### src/rtl/core/sccc_pkg.sv
// ----------------------------------------------------------------------------
// sccc_pkg: shared types and constants for the solar charge controller
// Item and result payloads, configuration layout, mode codes, saturating add.
// ----------------------------------------------------------------------------
`timescale 1ns / 1ps

package sccc_pkg;

    localparam int ADC_BITS     = 12;
    localparam int WINDOW_SCANS = 40;

    localparam int SUM_W      = 18;
    localparam int OFFSET_W   = 10;
    localparam int DUTY_W     = 7;
    localparam int COUNT_W    = 6;
    localparam int CFG_IDX_W  = 3;
    localparam int CFG_DATA_W = 18;
    localparam int BATT_W     = ((ADC_BITS > OFFSET_W) ? ADC_BITS : OFFSET_W) + 1;

    localparam logic [DUTY_W-1:0]  DUTY_IDLE  = DUTY_W'(5);
    localparam logic [DUTY_W-1:0]  DUTY_START = DUTY_W'(50);
    localparam logic [DUTY_W-1:0]  DUTY_MAX   = DUTY_W'(100);
    localparam logic [COUNT_W-1:0] WINDOW_END = COUNT_W'(WINDOW_SCANS);

    typedef enum logic [1:0] {
        MODE_STANDBY = 2'd0,
        MODE_CHECK   = 2'd1,
        MODE_CHARGE  = 2'd2
    } t_mode;

    typedef enum logic [CFG_IDX_W-1:0] {
        CFG_PANEL_MIN      = 3'd0,
        CFG_PANEL_CUR_MIN  = 3'd1,
        CFG_BATT_REGULATE  = 3'd2,
        CFG_BATT_CUTOFF    = 3'd3,
        CFG_LOAD_CUR_MAX   = 3'd4,
        CFG_BATT_OFFSET    = 3'd5,
        CFG_DUTY_FLOOR     = 3'd6,
        CFG_DUTY_CEILING   = 3'd7
    } t_cfg_idx;

    typedef struct packed {
        logic [SUM_W-1:0]    panel_min_sum;
        logic [SUM_W-1:0]    panel_current_min_sum;
        logic [SUM_W-1:0]    batt_regulate_sum;
        logic [SUM_W-1:0]    batt_cutoff_sum;
        logic [SUM_W-1:0]    load_current_max_sum;
        logic [OFFSET_W-1:0] batt_code_offset;
        logic [DUTY_W-1:0]   duty_floor;
        logic [DUTY_W-1:0]   duty_ceiling;
    } t_cfg;

    typedef struct packed {
        logic                func;
        logic [ADC_BITS-1:0] panel_volt_code;
        logic [ADC_BITS-1:0] panel_test_code;
        logic [ADC_BITS-1:0] batt_volt_code;
        logic [ADC_BITS-1:0] load_shunt_code;
    } t_item;

    typedef struct packed {
        logic [1:0]        mode;
        logic [DUTY_W-1:0] charge_duty;
        logic              test_source_on;
        logic              overcurrent;
        logic              window_done;
    } t_result;

    typedef struct packed {
        t_mode              mode;
        logic [COUNT_W-1:0] scan_count;
        logic [SUM_W-1:0]   panel_sum;
        logic [SUM_W-1:0]   test_sum;
        logic [SUM_W-1:0]   batt_sum;
        logic [SUM_W-1:0]   load_sum;
        logic [DUTY_W-1:0]  duty;
    } t_state;

    function automatic logic [SUM_W-1:0] sat_add(input logic [SUM_W-1:0]  s,
                                                 input logic [BATT_W-1:0] v);
        logic [SUM_W:0] t;
        t = {1'b0, s} + (SUM_W+1)'(v);
        return t[SUM_W] ? {SUM_W{1'b1}} : t[SUM_W-1:0];
    endfunction

endpackage

### src/rtl/core/sccc_item_if.sv
// ----------------------------------------------------------------------------
// sccc_item_if: input item channel
// Valid/ready channel carrying one tick or ADC scan.
// ----------------------------------------------------------------------------
`timescale 1ns / 1ps

interface sccc_item_if;
    logic            valid;
    logic            ready;
    sccc_pkg::t_item data;

    modport source (output valid, output data, input ready);
    modport sink   (input valid, input data, output ready);
endinterface

### src/rtl/core/sccc_result_if.sv
// ----------------------------------------------------------------------------
// sccc_result_if: result channel
// Valid/ready channel carrying one controller result per item.
// ----------------------------------------------------------------------------
`timescale 1ns / 1ps

interface sccc_result_if;
    logic              valid;
    logic              ready;
    sccc_pkg::t_result data;

    modport source (output valid, output data, input ready);
    modport sink   (input valid, input data, output ready);
endinterface

### src/rtl/core/sccc_step.sv
// ----------------------------------------------------------------------------
// sccc_step: mode machine step
// Accumulates one scan into the window sums and evaluates a full window.
// ----------------------------------------------------------------------------
`timescale 1ns / 1ps

module sccc_step (
    input  sccc_pkg::t_state  i_state,
    input  sccc_pkg::t_item   i_item,
    input  sccc_pkg::t_cfg    i_cfg,
    output sccc_pkg::t_state  o_state,
    output sccc_pkg::t_result o_result
);

    sccc_pkg::t_state           acc;
    logic [sccc_pkg::COUNT_W-1:0] cnt_inc;
    logic                       win_done;
    logic                       over;
    logic                       chk_pass;
    logic                       charge_stop;

    // window accumulation for the current scan
    always_comb begin
        cnt_inc        = i_state.scan_count + sccc_pkg::COUNT_W'(1);
        acc            = i_state;
        acc.scan_count = cnt_inc;
        acc.panel_sum  = sccc_pkg::sat_add(i_state.panel_sum,
                                           sccc_pkg::BATT_W'(i_item.panel_volt_code));
        acc.test_sum   = sccc_pkg::sat_add(i_state.test_sum,
                                           sccc_pkg::BATT_W'(i_item.panel_test_code));
        acc.batt_sum   = sccc_pkg::sat_add(i_state.batt_sum,
                                           sccc_pkg::BATT_W'(i_item.batt_volt_code)
                                           + sccc_pkg::BATT_W'(i_cfg.batt_code_offset));
        acc.load_sum   = sccc_pkg::sat_add(i_state.load_sum,
                                           sccc_pkg::BATT_W'(i_item.load_shunt_code));
        chk_pass       = (acc.panel_sum >= i_cfg.panel_min_sum)
                      && (acc.test_sum >= i_cfg.panel_current_min_sum)
                      && (acc.batt_sum < i_cfg.batt_regulate_sum);
        charge_stop    = (acc.batt_sum >= i_cfg.batt_cutoff_sum)
                      || (acc.panel_sum < i_cfg.panel_min_sum);
    end

    // next state
    always_comb begin
        o_state  = i_state;
        win_done = 1'b0;
        over     = 1'b0;
        unique case (i_state.mode)
            sccc_pkg::MODE_STANDBY: begin
                if (!i_item.func) begin
                    o_state            = '0;
                    o_state.mode       = sccc_pkg::MODE_CHECK;
                    o_state.duty       = i_state.duty;
                end
            end
            sccc_pkg::MODE_CHECK: begin
                if (i_item.func) begin
                    o_state = acc;
                    if (cnt_inc >= sccc_pkg::WINDOW_END) begin
                        win_done = 1'b1;
                        o_state  = '0;
                        if (chk_pass) begin
                            o_state.mode = sccc_pkg::MODE_CHARGE;
                            o_state.duty = sccc_pkg::DUTY_START;
                        end else begin
                            o_state.mode = sccc_pkg::MODE_STANDBY;
                            o_state.duty = sccc_pkg::DUTY_IDLE;
                        end
                    end
                end
            end
            sccc_pkg::MODE_CHARGE: begin
                if (i_item.func) begin
                    o_state = acc;
                    if (cnt_inc >= sccc_pkg::WINDOW_END) begin
                        win_done     = 1'b1;
                        o_state      = '0;
                        o_state.mode = sccc_pkg::MODE_CHARGE;
                        o_state.duty = i_state.duty;
                        if (acc.load_sum < i_cfg.load_current_max_sum) begin
                            if (acc.batt_sum < i_cfg.batt_regulate_sum) begin
                                if (i_state.duty < i_cfg.duty_ceiling
                                    && i_state.duty < sccc_pkg::DUTY_MAX) begin
                                    o_state.duty = i_state.duty + sccc_pkg::DUTY_W'(1);
                                end
                            end else if (i_state.duty > i_cfg.duty_floor) begin
                                o_state.duty = i_state.duty - sccc_pkg::DUTY_W'(1);
                            end
                        end else begin
                            over = 1'b1;
                        end
                        if (charge_stop) begin
                            o_state.mode = sccc_pkg::MODE_STANDBY;
                            o_state.duty = sccc_pkg::DUTY_IDLE;
                        end
                    end
                end
            end
            default: begin
                o_state      = '0;
                o_state.duty = sccc_pkg::DUTY_IDLE;
                o_state.mode = i_item.func ? sccc_pkg::MODE_STANDBY : sccc_pkg::MODE_CHECK;
            end
        endcase
    end

    // result fields
    always_comb begin
        o_result.mode           = o_state.mode;
        o_result.charge_duty    = o_state.duty;
        o_result.test_source_on = (o_state.mode == sccc_pkg::MODE_CHECK);
        o_result.overcurrent    = over;
        o_result.window_done    = win_done;
    end

endmodule

### src/rtl/core/solar_cc_cv_charge_controller.sv
// Throughput: one item per cycle unless results stall; state updates per item.
// A stalled result register holds the input register, which then stalls input.
// Reset (synchronous, active low) returns standby mode, duty 5, cleared window
// sums and the default thresholds; no clearing pass is needed.
// ----------------------------------------------------------------------------
// solar_cc_cv_charge_controller: solar CC/CV charger mode machine
// Input register, single-pass step logic and result register.
// ----------------------------------------------------------------------------
`timescale 1ns / 1ps

module solar_cc_cv_charge_controller (
    input  logic                              i_clk,
    input  logic                              i_rst_n,
    input  logic                              i_cfg_we,
    input  logic [sccc_pkg::CFG_IDX_W-1:0]    i_cfg_index,
    input  logic [sccc_pkg::CFG_DATA_W-1:0]   i_cfg_wdata,
    sccc_item_if.sink                         i_item,
    sccc_result_if.source                     o_result
);

    sccc_pkg::t_cfg    r_cfg;
    logic              r_in_valid;
    sccc_pkg::t_item   r_in_data;
    sccc_pkg::t_state  r_state;
    sccc_pkg::t_state  n_state;
    logic              r_out_valid;
    sccc_pkg::t_result r_out_data;
    sccc_pkg::t_result n_out_data;
    logic              adv;

    assign adv          = r_in_valid && (!r_out_valid || o_result.ready);
    assign i_item.ready = !r_in_valid || adv;
    assign o_result.valid = r_out_valid;
    assign o_result.data  = r_out_data;

    always_ff @(posedge i_clk) begin
        if (!i_rst_n) begin
            r_cfg.panel_min_sum         <= sccc_pkg::SUM_W'(106105);
            r_cfg.panel_current_min_sum <= sccc_pkg::SUM_W'(41580);
            r_cfg.batt_regulate_sum     <= sccc_pkg::SUM_W'(147085);
            r_cfg.batt_cutoff_sum       <= sccc_pkg::SUM_W'(154285);
            r_cfg.load_current_max_sum  <= sccc_pkg::SUM_W'(68499);
            r_cfg.batt_code_offset      <= sccc_pkg::OFFSET_W'(550);
            r_cfg.duty_floor            <= sccc_pkg::DUTY_W'(6);
            r_cfg.duty_ceiling          <= sccc_pkg::DUTY_W'(92);
        end else if (i_cfg_we) begin
            unique case (sccc_pkg::t_cfg_idx'(i_cfg_index))
                sccc_pkg::CFG_PANEL_MIN:
                    r_cfg.panel_min_sum <= i_cfg_wdata[sccc_pkg::SUM_W-1:0];
                sccc_pkg::CFG_PANEL_CUR_MIN:
                    r_cfg.panel_current_min_sum <= i_cfg_wdata[sccc_pkg::SUM_W-1:0];
                sccc_pkg::CFG_BATT_REGULATE:
                    r_cfg.batt_regulate_sum <= i_cfg_wdata[sccc_pkg::SUM_W-1:0];
                sccc_pkg::CFG_BATT_CUTOFF:
                    r_cfg.batt_cutoff_sum <= i_cfg_wdata[sccc_pkg::SUM_W-1:0];
                sccc_pkg::CFG_LOAD_CUR_MAX:
                    r_cfg.load_current_max_sum <= i_cfg_wdata[sccc_pkg::SUM_W-1:0];
                sccc_pkg::CFG_BATT_OFFSET:
                    r_cfg.batt_code_offset <= i_cfg_wdata[sccc_pkg::OFFSET_W-1:0];
                sccc_pkg::CFG_DUTY_FLOOR:
                    r_cfg.duty_floor <= i_cfg_wdata[sccc_pkg::DUTY_W-1:0];
                sccc_pkg::CFG_DUTY_CEILING:
                    r_cfg.duty_ceiling <= i_cfg_wdata[sccc_pkg::DUTY_W-1:0];
            endcase
        end
    end

    sccc_step u_step (
        .i_state  (r_state),
        .i_item   (r_in_data),
        .i_cfg    (r_cfg),
        .o_state  (n_state),
        .o_result (n_out_data)
    );

    always_ff @(posedge i_clk) begin
        if (!i_rst_n) begin
            r_in_valid <= 1'b0;
        end else if (i_item.ready) begin
            r_in_valid <= i_item.valid;
        end
    end

    always_ff @(posedge i_clk) begin
        if (i_item.valid && i_item.ready) begin
            r_in_data <= i_item.data;
        end
    end

    always_ff @(posedge i_clk) begin
        if (!i_rst_n) begin
            r_state      <= '0;
            r_state.mode <= sccc_pkg::MODE_STANDBY;
            r_state.duty <= sccc_pkg::DUTY_IDLE;
            r_out_valid  <= 1'b0;
        end else if (adv) begin
            r_state     <= n_state;
            r_out_valid <= 1'b1;
        end else if (o_result.ready) begin
            r_out_valid <= 1'b0;
        end
    end

    always_ff @(posedge i_clk) begin
        if (adv) begin
            r_out_data <= n_out_data;
        end
    end

    a_count_in_window: assert property (@(posedge i_clk) disable iff (!i_rst_n)
        r_state.scan_count < sccc_pkg::WINDOW_END)
        else $error("scan count reached window length");

    a_window_restart: assert property (@(posedge i_clk) disable iff (!i_rst_n)
        adv && n_out_data.window_done |=> r_state.scan_count == '0)
        else $error("window not cleared after evaluation");

    a_standby_clear: assert property (@(posedge i_clk) disable iff (!i_rst_n)
        r_state.mode == sccc_pkg::MODE_STANDBY |->
            r_state.scan_count == '0 && r_state.panel_sum == '0
            && r_state.batt_sum == '0 && r_state.load_sum == '0)
        else $error("window sums not clear in standby");

    a_duty_range: assert property (@(posedge i_clk) disable iff (!i_rst_n)
        r_state.duty <= sccc_pkg::DUTY_MAX)
        else $error("duty above full scale");

    a_over_needs_window: assert property (@(posedge i_clk) disable iff (!i_rst_n)
        r_out_valid && r_out_data.overcurrent |->
            r_out_data.window_done && r_out_data.mode != sccc_pkg::MODE_CHECK)
        else $error("overcurrent flagged outside a charge evaluation");

endmodule
### src/flat_wrapper.sv
// flat-port wrapper written by rule: the top's interface ports become plain ports
module solar_cc_cv_charge_controller_flat 
  (i_clk, i_rst_n, i_cfg_we, i_cfg_index, i_cfg_wdata, i_item_valid, i_item_data, i_item_ready, o_result_valid, o_result_data, o_result_ready);
  sccc_item_if i_item_i ();
  sccc_result_if o_result_i ();
  input  logic i_clk;
  input  logic i_rst_n;
  input  logic i_cfg_we;
  input  logic [sccc_pkg::CFG_IDX_W-1:0] i_cfg_index;
  input  logic [sccc_pkg::CFG_DATA_W-1:0] i_cfg_wdata;
  input wire logic [$bits(i_item_i.valid)-1:0] i_item_valid;
  input wire logic [$bits(i_item_i.data)-1:0] i_item_data;
  output wire logic [$bits(i_item_i.ready)-1:0] i_item_ready;
  output wire logic [$bits(o_result_i.valid)-1:0] o_result_valid;
  output wire logic [$bits(o_result_i.data)-1:0] o_result_data;
  input wire logic [$bits(o_result_i.ready)-1:0] o_result_ready;
  assign i_item_i.valid = i_item_valid;
  assign i_item_i.data = i_item_data;
  assign i_item_ready = i_item_i.ready;
  assign o_result_valid = o_result_i.valid;
  assign o_result_data = o_result_i.data;
  assign o_result_i.ready = o_result_ready;
  solar_cc_cv_charge_controller u_core (.i_clk(i_clk), .i_rst_n(i_rst_n), .i_cfg_we(i_cfg_we), .i_cfg_index(i_cfg_index), .i_cfg_wdata(i_cfg_wdata), .i_item(i_item_i), .o_result(o_result_i));
endmodule
### config.mk
export PLATFORM = sky130hd
export DESIGN_NAME = solar_cc_cv_charge_controller_flat
export DESIGN_NICKNAME = d
export VERILOG_FILES = /design/src/rtl/core/sccc_pkg.sv /design/src/rtl/core/sccc_item_if.sv /design/src/rtl/core/sccc_result_if.sv /design/src/rtl/core/sccc_step.sv /design/src/rtl/core/solar_cc_cv_charge_controller.sv /design/src/flat_wrapper.sv
export SDC_FILE = /design/constraint.sdc
export NUM_CORES = 1
export LEC_CHECK = 0
export BUFFER_PORTS_ARGS = -buffer_cell sky130_fd_sc_hd__buf_2
export CAP_MARGIN = 20
export CELL_PAD_IN_SITES_DETAIL_PLACEMENT = 0
export CELL_PAD_IN_SITES_GLOBAL_PLACEMENT = 2
export CORE_UTILIZATION = 35
export DETAILED_ROUTE_END_ITERATION = 8
export GPL_ROUTABILITY_DRIVEN = 0
export PLACE_DENSITY = 0.74
export SLEW_MARGIN = 20
export SYNTH_ARGS = -nofsm -noshare
export SYNTH_HDL_FRONTEND = slang
export SYNTH_SLANG_ARGS = --single-unit
### constraint.sdc
create_clock -name i_clk -period 6.6 [get_ports i_clk]
set_clock_uncertainty 0.05 [all_clocks]
set_input_delay 0.99 -clock i_clk [delete_from_list [all_inputs] [get_ports i_clk]]
set_output_delay 0.99 -clock i_clk [all_outputs]
set_load 0.05 [all_outputs]
# Word level (Yosys, flattened, before mapping)

Index checks and enable logic that the tools add are counted.

Register bits: 264
Bits in latches: 0
RAM bits: 0
ROM bits: 0
Input bits: 75
Output and inout bits: 14
Word-level logic and storage cells: 106
Memories: 0

Add/subtract/negate cells: 8
Multipliers: 0
Divide/modulo/power cells: 0
$lt $le $gt $ge: 10
Eq/ne operators: 13
Shifts and indexed selects: 0
Multiplexer cells: 23
Bitwise operators: 0
Reduce and logical (&&, ||, !) cells: 25

Operator list:

| kind                                                                | count |
|---|---|
| 87-bit two-way mux                                                  | 5 |
| 87-bit case mux with 3 select lines                                 | 1 |
| 18-bit two-way mux                                                  | 4 |
| 18-bit by 12-bit adder with 19-bit output                           | 3 |
| 18-bit greater-or-equal comparator                                  | 3 |
| 18-bit < comparator                                                 | 3 |
| 7-bit two-way mux                                                   | 5 |
| 18-bit by 13-bit adder with 19-bit output                           | 1 |
| 2-bit AND reduction                                                 | 9 |
| 12-bit by 10-bit adder with 13-bit output                           | 1 |
| 3-bit == test (second input constant)                               | 4 |
| 7-bit by 1-bit adder with 7-bit output (second input constant)      | 1 |
| 7-bit > comparator                                                  | 1 |
| 7-bit < comparator                                                  | 1 |
| 7-bit < comparator (second input constant)                          | 1 |
| 7-bit by 1-bit subtractor with 7-bit output (second input constant) | 1 |
| 6-bit by 1-bit adder with 6-bit output (second input constant)      | 1 |
| 3-bit by 2-bit == test with 1-bit output (second input constant)    | 2 |
| 6-bit greater-or-equal comparator (second input constant)           | 1 |
| 6-bit two-way mux                                                   | 1 |
| 1-bit logical AND                                                   | 5 |
| 1-bit two-way mux                                                   | 5 |
| 2-bit by 1-bit == test with 1-bit output (second input constant)    | 2 |
| 2-bit two-way mux                                                   | 2 |
| 12 further kinds                                                    | 16 |

# Longest topological paths before layout

Gate-level depths: netlist of run 1.

Word-level depth: 11
Depth in mapped cells: 25
Depth with buffers taken out: 25

# Modules after synthesis

From an unflattened synthesis of run 1, not the netlist that was laid out.

Cells, all modules: 2120
Area total of the unflattened synthesis: 17392.9 um^2

By module, submodules not included:

| module                        | times used | cells an instance | area an instance (um^2) | sequential area each (um^2) |
|---|---|---|---|---|
| solar_cc_cv_charge_controller | 1          | 897               | 9293.9                  | 5895.7 |
| sccc_step                     | 1          | 1223              | 8099.0                  | 0.0 |

# Worst setup path before layout of run 1

No wires, ideal clock.

Path type: reg-to-reg
Start point: register u_core.r_in_data[13] in the netlist's numbering
End point: register u_core.r_out_data, in the netlist u_core.o_result.data[4] (data pin)
Setup time: 0.262 ns
Data arrival time: 5.130 ns
Slack: 1.158 ns
Stages on the path, launching flop included: 26
Buffers on the path: 0
Cell sequence: edfxtp_1 inv_1 fa_1 inv_1 ha_1 inv_1 fa_1 nor2b_1 o21a_1 o21ai_0 a2111oi_0 o21ai_0 a21oi_1 and2_1 xnor2_1 nand2_1 ha_1 nand4_1 nor3_1 o211ai_1 a31oi_1 nor2_1 and4_1 a21oi_1 o221ai_1 or2_2

RTL lines:

| item                   | line                                 | RTL |
|---|---|---|
| start, declared        | solar_cc_cv_charge_controller.sv:23  | `sccc_pkg::t_item r_in_data;` |
| start signal, assigned | solar_cc_cv_charge_controller.sv:86  | `r_in_data <= i_item.data;` |
| end signal, assigned   | solar_cc_cv_charge_controller.sv:106 | `r_out_data <= n_out_data;` |
| end, declared          | solar_cc_cv_charge_controller.sv:27  | `sccc_pkg::t_result r_out_data;` |

==> results of run 1 <==
[layer usage]
metal	wire length, um	global-route usage	up-vias
met1	22500	0.283	6176
li1	-	-	6614
met3	1520	0.0260	50
met2	20600	0.335	216
met5	0	0	-
met4	867	0.0578	0
[final cells by class]
class,count,area share
clock buffers,54,0.0625
clock inverters,10,0.00429
inverters,154,0.0326
multi-input cells,1335,0.495
flip-flops and latches,264,0.331
well taps,585,0.0411
repair buffers,108,0.0332
[cell usage after synthesis, types with 8 or more instances]
master    number
or3_1          8
ha_1         159
xnor2_1       24
a31oi_1       11
o211ai_1      63
a22oi_1       30
nor3_1        24
and3_1        21
or2_2         17
nand4_1       24
nand3_1       37
fa_1          14
a211oi_1       9
nand2b_1      17
edfxtp_1      61
and2_1        13
xor2_1        16
o21bai_1      13
inv_1        154
dfxtp_1      203
a21oi_1      181
o31ai_1        8
nor2b_1       22
a22o_1        18
nor2_1       115
o21a_1        14
nand2_1      294
o21ai_0       60
a21o_1        22
clkbuf_1      65
[flip-flops by register name, indices dropped and copies added (netlist names)]
name                   flops
u_core.r_cfg             114
u_core.o_result.valid      1
u_core.r_in_data          49
u_core.r_in_valid          1
u_core.r_state            87
u_core.o_result.data      12
[worst max-delay path: stages (launching register included)]
cell and delay (ps):
edfxtp_1 360, inv_1 80, fa_1 410, inv_1 70
ha_1 210, inv_1 70, fa_1 370, nor2b_1 160
o21a_1 150, o21ai_0 150, a2111oi_1 490, o21ai_0 220
a21oi_1 230, and2_1 180, xnor2_1 120, nand2_1 120
ha_1 320, o211ai_1 150, or4_1 540, o21ai_1 310
a211oi_2 250, nor2_1 310, o221ai_1 200, or2_2 340
[cells in the final DEF, fill, tap and decap left out, types with 24 or more instances in the layout]
master,count
nor2_1,111
xnor2_1,24
ha_1,159
o21ai_0,60
a22oi_1,30
a21oi_1,180
clkbuf_16,39
edfxtp_1,61
o211ai_1,63
nand3_1,37
nand2_1,293
inv_1,153
dfxtp_1,203
nand4_1,24
buf_2,88
[where the power goes]
| group | leakage (nW) | total (mW) | internal, mW | switching, mW |
|---|---|---|---|---|
| sequential | 2.23 | 1.73 | 1.70 | 0.0253 |
| clock | 0.590 | 1.96 | 1.20 | 0.756 |
| combinational | 4.67 | 0.416 | 0.144 | 0.271 |
| total | 7.49 | 4.10 | 3.05 | 1.05 |
[cells by family after synthesis]
group,count (synthesis),share of synthesized area
simple gates,615,0.180
compound gates,497,0.208
flops,264,0.379
buf+inv,234,0.0576
fa+ha+maj,173,0.146
xor+xnor,40,0.0225
mux,10,0.00683
[worst paths after layout]
| check | cells past startpoint | endpoint | from |
|---|---|---|---|
| setup reg to reg | 23 | u_core.o_result.data[4]$_DFFE_PP_ | u_core.r_in_data[13]$_DFFE_PP_ |
| setup / recovery | 23 | u_core.o_result.data[4]$_DFFE_PP_ | u_core.r_in_data[13]$_DFFE_PP_ |
| hold reg to reg | 2 | u_core.r_state[7]$_SDFFE_PN0P_ | u_core.r_state[7]$_SDFFE_PN0P_ |
| hold / removal | 2 | u_core.r_state[7]$_SDFFE_PN0P_ | u_core.r_state[7]$_SDFFE_PN0P_ |
[through the flow]
stage,utilization,setup WS [ps],power (mW)
2_1_floorplan,-,1160,2.03
3_3_place_gp,0.382,439,2.17
3_5_place_dp,0.382,422,2.18
4_1_cts,0.409,384,4.16
5_1_grt,0.409,59.4,4.28
6_report,0.409,477,4.10
[repair_timing]
action,in CTS,in global routing
buffers inserted,0,0
endpoints found under the setup margin,0,3
gates resized for setup,0,1
==> load_flow_metrics.sql, run 1 <==
INSERT INTO impl_metrics (metric_group, metric, value, unit) VALUES
('status', 'run_status', 'finished, final reports clean', ''),
('cells_and_area', 'area_delta_synth_final', '14.3', '%'),
('synth', 'post_synth_num_cell_types', '80', ''),
('global_routing', 'grt_remaining_overflow', '0', ''),
('synth', 'syn_avg_cell_area', '8.49', 'sq um'),
('detailed_routing', 'route.vias.total', '13100', ''),
('global_routing', 'grt_pass1_wl', '71.7', 'mm'),
('sta', 'max_slew_violation_count', '0', ''),
('cts', 'clk-insertion-delay-late', '540', 'ps'),
('synth', 'synth_area_leader_cell', 'dfxtp_1', ''),
('sta', 'layout_worst_path_cycle_share', '0.928', ''),
('detailed_routing', 'ant_nets', '0', ''),
('global_routing', 'maximum_number_of_pins_on_one_net_before_global_route_repair', '79', ''),
('setup_path', 'data_required_time_of_the_worst_path', '6830', 'ps'),
('cts', 'clock_tree.buffer_depth', '3', ''),
('power', 'power.density', '230', 'mW/mm^2'),
('floorplanning', 'die_area', '0.0453', 'sq mm'),
('synth', 'synth-warning-count', '0', ''),
('floorplanning', 'die_width', '213', 'um'),
('cells_and_area', 'layout.cells.non_filler', '2510', ''),
('cts', 'clock_h_tree_levels', '2', ''),
('setup_path', 'arrival_time_worst_endpoint', '6350', 'ps'),
('floorplanning', 'start_util', '0.358', ''),
('sta', 'setup-tns-final', '0', 'ps'),
('detailed_routing', 'routed_wl', '45.5', 'mm'),
('setup_path', 'timing.critical_path.fanout_max', '6', ''),
('detailed_routing', 'drtIter0Drc', '735', ''),
('synth', 'synthesis.area', '0.0156', 'sq mm'),
('sta', 'hold-worst-slack', '404', 'ps'),
('cells_and_area', 'final.fill_count', '4464', ''),
('cells_and_area', 'insertedDiodeCount', '0', ''),
('setup_path', 'path_type_of_the_worst_setup_path', 'reg2reg', ''),
('floorplanning', 'floorplan_core_area', '0.0435', 'sq mm'),
('placed_design', 'placement.cell_area', '0.0166', 'sq mm'),
('cells_and_area', 'drive_above_1_share', '0.110', ''),
('synth', 'instance_count_of_the_mapped_netlist', '1833', ''),
('power', 'leakagePower', '7.49', 'nW'),
('floorplanning', 'chipHeight', '213', 'um'),
('synth', 'synth.ff_latch_count', '264', ''),
('cells_and_area', 'multi_input_comb_area', '0.00880', 'sq mm'),
('synth', 'synthArstFlopShare', '0', ''),
('global_routing', 'grt_pass1_vias', '12600', ''),
('setup_path', 'worst_setup_path_end_kind', 'flip-flop', ''),
('cts', 'number_of_buffers_inserted_by_hold_repair_at_cts', '0', ''),
('floorplanning', 'number_of_placed_i_o_pins', '89', ''),
('cells_and_area', 'nNetsFinal', '2147', ''),
('detailed_routing', 'route.detailed.drc', '0', ''),
('cells_and_area', 'post_route_design_area', '0.0178', 'sq mm'),
('floorplanning', 'rows', '76', ''),
('power', 'peakVddDrop', '198', 'uV'),
('synth', 'synth.net_count', '2081', ''),
('cts', 'tritoncts_num_sinks', '264', ''),
('detailed_routing', 'wl_per_cell', '18.1', 'um'),
('sta', 'maxClockFrequency', '163', 'MHz'),
('setup_path', 'worst_setup_path_start_kind', 'flip-flop', ''),
('detailed_routing', 'drt-vias-per-instance', '5.20', ''),
('cts', 'cts-buffers-inserted', '36', ''),
('synth', 'synth.yosys.seq_area_share', '0.379', ''),
('placed_design', 'dp_cells', '2446', ''),
('cts', 'tritoncts', 'built', ''),
('sta', 'timing_hold_violations_final', '0', ''),
('sta', 'setup_violations', '0', ''),
('cells_and_area', 'sequential_cell_area', '0.00590', 'sq mm'),
('synth', 'synth_edf_count', '61', ''),
('synth', 'synth-main-ff-cell', 'dfxtp_1', ''),
('placed_design', 'port-buffer-count', '88', ''),
('sta', 'tightest_slew', '968', 'ps'),
('cts', 'clk_pin_slew_worst_paths', '60', 'ps'),
('sta', 'finalWorstPathRequiredPeriod', '6120', 'ps'),
('detailed_routing', 'drtPass1Iterations', '5', ''),
('setup_path', 'worst-r2r-setup-slack', '480', 'ps'),
('cts', 'clock_tree.root_cell', 'clkbuf_16', ''),
('placed_design', 'dp_hpwl', '31.8', 'mm'),
('global_routing', 'grtUsageTotal', '0.205', ''),
('sta', 'grt_setup_unrepaired', 'false', ''),
('sta', 'remaining_max_slew_budget_at_the_tightest_pin', '0.354', ''),
('flow_run', 'maxCapViolCount', '0', ''),
('synth', 'synthTopCellsByArea', 'dfxtp_1 26%, ha_1 13%, edfxtp_1 12%, nand2_1 7.1%, a21oi_1 5.8%', ''),
('synth', 'synth.top_cell.area_share', '0.261', ''),
('min_path', 'worstHoldPathType', 'reg2reg', ''),
('global_routing', 'grt_antenna_before_repair', '0', '');
(Power assumes the default switching activity.)
==> run 2: changes to the inputs <==
--- a/config.mk
+++ b/config.mk
@@ -5,14 +5,15 @@
 export SDC_FILE = /design/constraint.sdc
 export NUM_CORES = 1
 export LEC_CHECK = 0
+export ABC_AREA = 1
 export BUFFER_PORTS_ARGS = -buffer_cell sky130_fd_sc_hd__buf_2
 export CAP_MARGIN = 20
 export CELL_PAD_IN_SITES_DETAIL_PLACEMENT = 0
 export CELL_PAD_IN_SITES_GLOBAL_PLACEMENT = 2
-export CORE_UTILIZATION = 35
+export CORE_UTILIZATION = 33
 export DETAILED_ROUTE_END_ITERATION = 8
 export GPL_ROUTABILITY_DRIVEN = 0
-export PLACE_DENSITY = 0.74
+export PLACE_DENSITY = 0.75
 export SLEW_MARGIN = 20
 export SYNTH_ARGS = -nofsm -noshare
 export SYNTH_HDL_FRONTEND = slang
==> constraint.sdc (replaced) <==
create_clock -name i_clk -period 5.4 [get_ports i_clk]
set_clock_uncertainty 0.05 [all_clocks]
set_input_delay 0.81 -clock i_clk [delete_from_list [all_inputs] [get_ports i_clk]]
set_output_delay 0.81 -clock i_clk [all_outputs]
set_load 0.05 [all_outputs]
==> load_flow_metrics.sql, run 2 <==
INSERT INTO impl_metrics (metric_group, metric, value, unit) VALUES
('status', 'run_status', 'complete, but fails checks', ''),
('status', 'violations', 'DRC', ''),
('synth', 'yosys-top-cells-count', '481 x nand2_1, 263 x inv_1, 240 x a21oi_1', ''),
('setup_path', 'worst_setup_path_start_kind', 'flip-flop', ''),
('detailed_routing', 'route.vias.total', '13400', ''),
('synth', 'synthMostInstantiatedCell', 'nand2_1', ''),
('sta', 'finalWorstPathRequiredPeriod', '4870', 'ps'),
('global_routing', 'maximum_number_of_pins_on_one_net_before_global_route_repair', '95', ''),
('flow_run', 'maxCapViolCount', '0', ''),
('sta', 'setup-tns-final', '0', 'ps'),
('cells_and_area', 'nNetsFinal', '2371', ''),
('setup_path', 'timing.rr.start', 'u_core.r_in_data[13]$_DFFE_PP_', ''),
('synth', 'synth_area_leader_cell', 'dfxtp_1', ''),
('synth', 'synth_edf_count', '61', ''),
('detailed_routing', 'drtIter0Drc', '628', ''),
('sta', 'layout_setup_ws', '526', 'ps'),
('sta', 'setup_violations', '0', ''),
('cells_and_area', 'largest_register_ff_count', '114', ''),
('detailed_routing', 'wl_per_cell', '16.3', 'um'),
('synth', 'syn_avg_cell_area', '7.68', 'sq um'),
('synth', 'synthesis.area', '0.0158', 'sq mm'),
('min_path', 'timing.hold.worst_path_depth', '1', ''),
('setup_path', 'timing.critical_path.fanout_max', '4', ''),
('cts', 'clock_tree.root_cell', 'clkbuf_16', ''),
('global_routing', 'grt_pass1_wl', '71.0', 'mm'),
('sta', 'remaining_max_slew_budget_at_the_tightest_pin', '0.338', ''),
('detailed_routing', 'drt-vias-per-instance', '4.85', ''),
('detailed_routing', 'route.detailed.drc', '2', ''),
('sta', 'layout_worst_path_cycle_share', '0.903', ''),
('setup_path', 'path_type_of_the_worst_setup_path', 'reg2reg', ''),
('global_routing', 'grt_antenna_before_repair', '0', ''),
('synth', 'synth-main-ff-cell', 'dfxtp_1', ''),
('min_path', 'hold_path.startpoint', 'i_item_data[43]', ''),
('detailed_routing', 'ant_nets', '0', ''),
('setup_path', 'most_prevalent_standard_cell_on_the_critical_path', 'nand3_1', ''),
('placed_design', 'pre_cts_ws', '469', 'ps'),
('setup_path', 'data_required_time_of_the_worst_path', '5650', 'ps'),
('setup_path', 'worst_setup_path_end_kind', 'flip-flop', ''),
('cells_and_area', 'mostFrequentLayoutCells', '481 x nand2_1, 262 x inv_1, 239 x a21oi_1', ''),
('global_routing', 'grtUsageTotal', '0.188', ''),
('cts', 'cts-buffers-inserted', '35', ''),
('placed_design', 'dp_hpwl', '32.1', 'mm'),
('synth', 'synthArstFlopShare', '0', ''),
('sta', 'timing_hold_violations_final', '0', ''),
('synth', 'post_synth_num_cell_types', '51', ''),
('cts', 'tritoncts', 'built', ''),
('cts', 'clk-insertion-delay-late', '540', 'ps'),
('cts', 'clock_h_tree_levels', '2', ''),
('power', 'leakagePower', '8.20', 'nW'),
('synth', 'synth.yosys.seq_area_share', '0.374', ''),
('sta', 'maxClockFrequency', '205', 'MHz'),
('detailed_routing', 'routed_wl', '44.8', 'mm'),
('cts', 'number_of_buffers_inserted_by_hold_repair_at_cts', '0', ''),
('global_routing', 'grt_pass1_vias', '13000', ''),
('cells_and_area', 'largest-register', 'u_core.r_cfg', ''),
('min_path', 'worstHoldPathType', 'in2reg', ''),
('setup_path', 'crit_path_top_delay_cell', 'fa_1', ''),
('cts', 'tritoncts_num_sinks', '264', ''),
('floorplanning', 'floorplan_core_area', '0.0469', 'sq mm'),
('detailed_routing', 'drtPass1Iterations', '7', ''),
('floorplanning', 'number_of_placed_i_o_pins', '89', ''),
('placed_design', 'port-buffer-count', '88', ''),
('sta', 'grt_setup_unrepaired', 'false', ''),
('sta', 'hold-worst-slack', '392', 'ps'),
('synth', 'synthTopCellsByArea', 'dfxtp_1 26%, ha_1 13%, edfxtp_1 12%, nand2_1 11%, a21oi_1 7.6%', ''),
('setup_path', 'reg2reg_depth', '28', ''),
('floorplanning', 'start_util', '0.337', ''),
('floorplanning', 'die_width', '221', 'um'),
('synth', 'synth.net_count', '2301', ''),
('setup_path', 'setup.worst_path.start', 'u_core.r_in_data[13]$_DFFE_PP_', ''),
('cts', 'clk_pin_slew_worst_paths', '50', 'ps'),
('cells_and_area', 'drive_above_1_share', '0.112', ''),
('sta', 'max_slew_violation_count', '0', ''),
('synth', 'synth-warning-count', '0', ''),
('synth', 'instance_count_of_the_mapped_netlist', '2053', ''),
('floorplanning', 'rows', '79', ''),
('cts', 'clock_tree.buffer_depth', '3', ''),
('floorplanning', 'die_area', '0.0487', 'sq mm'),
('cells_and_area', 'area_delta_synth_final', '13.5', '%'),
('cells_and_area', 'top_regs', 'u_core.r_cfg: 114 flops, u_core.r_state: 87 flops, u_core.r_in_data: 49 flops', ''),
('synth', 'synth.top_cell.area_share', '0.258', ''),
('setup_path', 'arrival_time_worst_endpoint', '5120', 'ps'),
('cells_and_area', 'final_common_cell', 'nand2_1', ''),
('synth', 'synth.ff_latch_count', '264', ''),
('sta', 'tightest_slew', '990', 'ps'),
('floorplanning', 'chipHeight', '221', 'um'),
('setup_path', 'crit_path_max_incr_delay', '430', 'ps'),
('global_routing', 'grt_remaining_overflow', '0', ''),
('power', 'power.density', '280', 'mW/mm^2'),
('cells_and_area', 'insertedDiodeCount', '0', ''),
('power', 'peakVddDrop', '171', 'uV'),
('power', 'fin_total_pwr', '5.02', 'mW');
run 2: cell types whose count changed after synthesis, moves of 20 or more:
cell     before  now
nand3_1      37   86
a22oi_1      30    0
inv_1       154  263
o21ai_0      60  118
and3_1       21    0
a21oi_1     181  240
nand2_1     294  481
nor2b_1      22    0
a21o_1       22    2
run 2: path summary, 6_finish.rpt:
path	endpoint	slack [ps]
setup / recovery	u_core.o_result.data[2]$_DFFE_PP_	530
hold / removal	u_core.r_in_data[43]$_DFFE_PP_	390
hold reg to reg	u_core.r_cfg[12]$_SDFFE_PN0P_	410
setup reg to reg	u_core.o_result.data[2]$_DFFE_PP_	530
run 2: cell families (layout without fill, tap and decap cells):
| group | after synthesis | after routing | synth area share |
|---|---|---|---|
| compound gates | 472 | 472 | 0.169 |
| flops | 264 | 264 | 0.374 |
| fa+ha+maj | 173 | 173 | 0.144 |
| buf+inv | 341 | 437 | 0.0839 |
| simple gates | 777 | 777 | 0.215 |
| xor+xnor | 26 | 26 | 0.0144 |
run 2: area by class of cell:
type	instances	area (sq um)
fill	4965	28900
multi-input combinational	1448	8570
sequential	264	5900
clock buffer	50	1030
inverter	275	1030
tap	607	759
timing repair buffer	99	538
clock inverter	13	72.6
run 2: layer usage:
layer / up-vias / track usage / part of all wire
met3: 69 / 0.0243 / 0.029
met4: 0 / 0.0623 / 0.026
li1: 6980 / - / -
met1: 6145 / 0.256 / 0.50
met5: - / 0 / 0
met2: 169 / 0.304 / 0.45
run 2: timing repair:
action,CTS,global route
setup endpoints to repair,0,16
resized for setup,0,3
buffers inserted,0,0
run 2: metrics by stage:
| step | cell area [sq um] | utilization | std cells |
|---|---|---|---|
| after global routing | 17900 | 0.382 | 2756 |
| after CTS | 17900 | 0.382 | 2756 |
| after floorplan | 15800 | - | 2053 |
| after global placement | 16800 | 0.358 | 2693 |
| after detailed placement | 16800 | 0.358 | 2693 |
| final | 17900 | 0.382 | 2756 |
run 2: report_power, final:
group          internal (mW)  total [mW]  switching [mW]
sequential              2.09        2.13          0.0372
combinational          0.210       0.633           0.423
clock                   1.33        2.26           0.921
total                   3.64        5.02            1.38
run 2: worst max-delay path: cells and delay by family, from the launching register on:
kind	cells	cell delay (ps)
compound gates	7	1400
fa+ha+maj	4	1350
buf+inv	6	500
flops	1	360
simple gates	11	970
==> run 3: changes to the inputs <==
--- a/config.mk
+++ b/config.mk
@@ -10,11 +10,12 @@
 export CAP_MARGIN = 20
 export CELL_PAD_IN_SITES_DETAIL_PLACEMENT = 0
 export CELL_PAD_IN_SITES_GLOBAL_PLACEMENT = 2
-export CORE_UTILIZATION = 33
+export CORE_UTILIZATION = 32
 export DETAILED_ROUTE_END_ITERATION = 8
 export GPL_ROUTABILITY_DRIVEN = 0
-export PLACE_DENSITY = 0.75
+export PLACE_DENSITY = 0.76
 export SLEW_MARGIN = 20
 export SYNTH_ARGS = -nofsm -noshare
 export SYNTH_HDL_FRONTEND = slang
+export SYNTH_HIERARCHICAL = 1
 export SYNTH_SLANG_ARGS = --single-unit
==> load_flow_metrics.sql, run 3 <==
INSERT INTO impl_metrics (metric_group, metric, value, unit) VALUES
('cts', 'clock_tree.root_cell', 'clkbuf_16', ''),
('cells_and_area', 'top_regs', 'u_core/r_cfg: 114 flops, u_core/r_state: 87 flops, u_core/r_in_data: 49 flops', ''),
('cells_and_area', 'insertedDiodeCount', '0', ''),
('sta', 'remaining_max_slew_budget_at_the_tightest_pin', '0.370', ''),
('synth', 'yosys-top-cells-count', '634 x nand2_1, 376 x nor2_1, 289 x inv_1', ''),
('cells_and_area', 'sequential_cell_area', '0.00590', 'sq mm'),
('sta', 'layout_worst_path_cycle_share', '0.927', ''),
('placed_design', 'port-buffer-count', '88', ''),
('global_routing', 'grt_antenna_before_repair', '1', ''),
('detailed_routing', 'drtIter0Drc', '1151', ''),
('power', 'switching_share', '0.331', ''),
('status', 'run_status', 'finished, final reports clean', ''),
('sta', 'layout_setup_ws', '394', 'ps'),
('sta', 'timing_hold_violations_final', '0', ''),
('synth', 'synth-warning-count', '6', ''),
('setup_path', 'worst_setup_path_end_kind', 'flip-flop', ''),
('floorplanning', 'number_of_placed_i_o_pins', '89', ''),
('cts', 'cts-buffers-inserted', '37', ''),
('synth', 'post_synth_num_cell_types', '58', ''),
('sta', 'hold-worst-slack', '369', 'ps'),
('flow_run', 'maxCapViolCount', '0', ''),
('setup_path', 'data_required_time_of_the_worst_path', '5830', 'ps'),
('sta', 'maxClockFrequency', '200', 'MHz'),
('cells_and_area', 'layout.cells.non_filler', '3536', ''),
('global_routing', 'grt_pass1_vias', '17300', ''),
('detailed_routing', 'ant_nets', '0', ''),
('setup_path', 'reg2reg_depth', '30', ''),
('synth', 'synthesis.area', '0.0188', 'sq mm'),
('floorplanning', 'die_width', '244', 'um'),
('synth', 'synth_area_leader_cell', 'dfxtp_1', ''),
('setup_path', 'worst_setup_path_start_kind', 'flip-flop', ''),
('sta', 'tightest_slew', '942', 'ps'),
('synth', 'synthArstFlopShare', '0', ''),
('cells_and_area', 'area_delta_synth_final', '12.0', '%'),
('detailed_routing', 'drtPass1Iterations', '5', ''),
('floorplanning', 'chipHeight', '244', 'um'),
('setup_path', 'most_prevalent_standard_cell_on_the_critical_path', 'nand2_1', ''),
('floorplanning', 'floorplan_core_area', '0.0578', 'sq mm'),
('cts', 'tritoncts_num_sinks', '264', ''),
('power', 'cell_internal_pwr', '4.20', 'mW'),
('global_routing', 'grt_remaining_overflow', '0', ''),
('cts', 'clk-insertion-delay-late', '560', 'ps'),
('power', 'leakagePower', '9.93', 'nW'),
('cts', 'number_of_buffers_inserted_by_hold_repair_at_cts', '0', ''),
('global_routing', 'maximum_number_of_pins_on_one_net_before_global_route_repair', '108', ''),
('min_path', 'hold_path.startpoint', 'i_item_data[44]', ''),
('cts', 'clk_pin_slew_worst_paths', '60', 'ps'),
('cells_and_area', 'multi_input_comb_area', '0.0111', 'sq mm'),
('setup_path', 'crit_path_max_incr_delay', '500', 'ps'),
('synth', 'synth.net_count', '2965', ''),
('floorplanning', 'die_area', '0.0596', 'sq mm'),
('setup_path', 'timing.critical_path.fanout_max', '4', ''),
('cells_and_area', 'largest-register', 'u_core/r_cfg', ''),
('detailed_routing', 'route.vias.total', '17600', ''),
('synth', 'synth_edf_count', '61', ''),
('detailed_routing', 'route.detailed.drc', '0', ''),
('sta', 'max_slew_violation_count', '0', ''),
('power', 'p_sw', '2.07', 'mW'),
('power', 'clock_power_share', '0.400', ''),
('floorplanning', 'rows', '88', ''),
('cts', 'tritoncts', 'built', ''),
('setup_path', 'crit_path_top_delay_cell', 'fa_1', ''),
('synth', 'synth-main-ff-cell', 'dfxtp_1', ''),
('min_path', 'worstHoldPathType', 'in2reg', ''),
('setup_path', 'arrival_time_worst_endpoint', '5440', 'ps'),
('detailed_routing', 'drt-vias-per-instance', '4.98', ''),
('setup_path', 'path_type_of_the_worst_setup_path', 'reg2reg', ''),
('sta', 'setup-tns-final', '0', 'ps'),
('cells_and_area', 'final.fill_count', '6272', ''),
('cells_and_area', 'nNetsFinal', '2991', ''),
('power', 'power_frac_comb', '0.244', ''),
('sta', 'setup_violations', '0', ''),
('global_routing', 'grtUsageTotal', '0.212', ''),
('power', 'power.density', '299', 'mW/mm^2'),
('synth', 'synth.yosys.seq_area_share', '0.314', ''),
('power', 'peakVddDrop', '206', 'uV'),
('detailed_routing', 'routed_wl', '63.4', 'mm'),
('synth', 'synthMostInstantiatedCell', 'nand2_1', ''),
('min_path', 'timing.hold.worst_path_depth', '1', ''),
('cells_and_area', 'drive_above_1_share', '0.0949', ''),
('power', 'pwr-share-seq', '0.356', ''),
('cells_and_area', 'largest_register_ff_count', '114', ''),
('detailed_routing', 'wl_per_cell', '17.9', 'um'),
('cells_and_area', 'mostFrequentLayoutCells', '634 x nand2_1, 374 x nor2_1, 287 x inv_1', ''),
('cts', 'clock_h_tree_levels', '2', ''),
('placed_design', 'dp_hpwl', '43.8', 'mm'),
('cts', 'clock_tree.buffer_depth', '3', ''),
('synth', 'syn_avg_cell_area', '6.91', 'sq um'),
('placed_design', 'dp_cells', '3468', ''),
('cells_and_area', 'final_common_cell', 'nand2_1', ''),
('setup_path', 'timing.rr.start', 'u_core/r_state[26]$_SDFFE_PN0P_', ''),
('placed_design', 'pre_cts_ws', '180', 'ps'),
('sta', 'finalWorstPathRequiredPeriod', '5010', 'ps'),
('synth', 'synth.top_cell.area_share', '0.217', ''),
('global_routing', 'grt_pass1_wl', '98.9', 'mm'),
('synth', 'instance_count_of_the_mapped_netlist', '2717', ''),
('floorplanning', 'start_util', '0.325', ''),
('setup_path', 'setup.worst_path.start', 'u_core/r_state[26]$_SDFFE_PN0P_', ''),
('synth', 'synth.ff_latch_count', '264', ''),
('synth', 'synthTopCellsByArea', 'dfxtp_1 22%, nand2_1 13%, ha_1 11%, edfxtp_1 9.8%, nor2_1 7.5%', '');
## run 3: cell count changes after synthesis, moves of 8 or more
| cell | before | now |
|---|---|---|
| buf_4 | 0 | 26 |
| o21ai_0 | 118 | 177 |
| nand3_1 | 86 | 170 |
| clkbuf_1 | 51 | 61 |
| inv_1 | 263 | 289 |
| a221oi_1 | 1 | 9 |
| nor2_1 | 105 | 376 |
| xor2_1 | 16 | 29 |
| o211ai_1 | 54 | 16 |
| buf_2 | 10 | 31 |
| nand3b_1 | 4 | 93 |
| a21oi_1 | 240 | 176 |
| nand2_1 | 481 | 634 |
## run 3: worst paths after layout
check,endpoint,slack (ps)
max,u_core/r_state[86]$_SDFFE_PN0P_,390
max reg2reg,u_core/r_state[86]$_SDFFE_PN0P_,390
min,u_core/r_in_data[44]$_DFFE_PP_,370
min reg2reg,u_core/r_cfg[4]$_SDFFE_PN1P_,410
## run 3: layer usage
| layer | share of wire | track usage |
|---|---|---|
| met5 | 0 | 0 |
| met4 | 0.023 | 0.0607 |
| met3 | 0.041 | 0.0277 |
| met2 | 0.45 | 0.346 |
| met1 | 0.49 | 0.291 |
## run 3: area by class of cell
cell class	instances	share of cell area
sequential	264	0.281
clock buffer	55	0.0516
timing repair buffer	112	0.0304
clock inverter	12	0.00702
tap	765	0.0455
multi-input combinational	2023	0.530
inverter	305	0.0549
## run 3: cell families (layout without fill, tap and decap cells)
logic type	Yosys count	after routing	synth area share
XOR/XNOR	38	38	0.0181
AO/OA/AOI/OAI	427	427	0.124
adder cells (fa/ha/maj)	173	173	0.121
AND/OR/NAND/NOR	1385	1385	0.328
flip-flops	264	264	0.314
buffers and inverters	430	484	0.0945
## run 3: power groups by stage
stage / clock, mW / sequential (mW) / combinational, mW
after floorplan: 0 / 2.26 / 1.10
after global placement: 0 / 2.27 / 1.50
after detailed placement: 0 / 2.27 / 1.52
after CTS: 2.60 / 2.23 / 1.53
after global routing: 2.66 / 2.25 / 1.74
final: 2.51 / 2.23 / 1.53
## run 3: critical path: cells and delay by family (launching register included)
family	cells	cell delay (ps)
DFF	1	350
and+or+nand+nor	16	1890
adders and majority gates	4	1410
AOI/OAI and AO/OA	5	880
buffers and inverters	5	350
## run 3: through the flow
stage | power, mW | util | instance area, sq um
after CTS | 6.36 | 0.363 | 21000
after global placement | 3.77 | 0.342 | 19700
after detailed placement | 3.79 | 0.342 | 19700
after floorplan | 3.35 | - | 18800
after global routing | 6.65 | 0.364 | 21000
final | 6.27 | 0.364 | 21000
## run 3: timing repair
item                                    in CTS  in global routing
setup buffers                                0                  1
resized for setup                            0                  5
endpoints found under the setup margin       0                 17
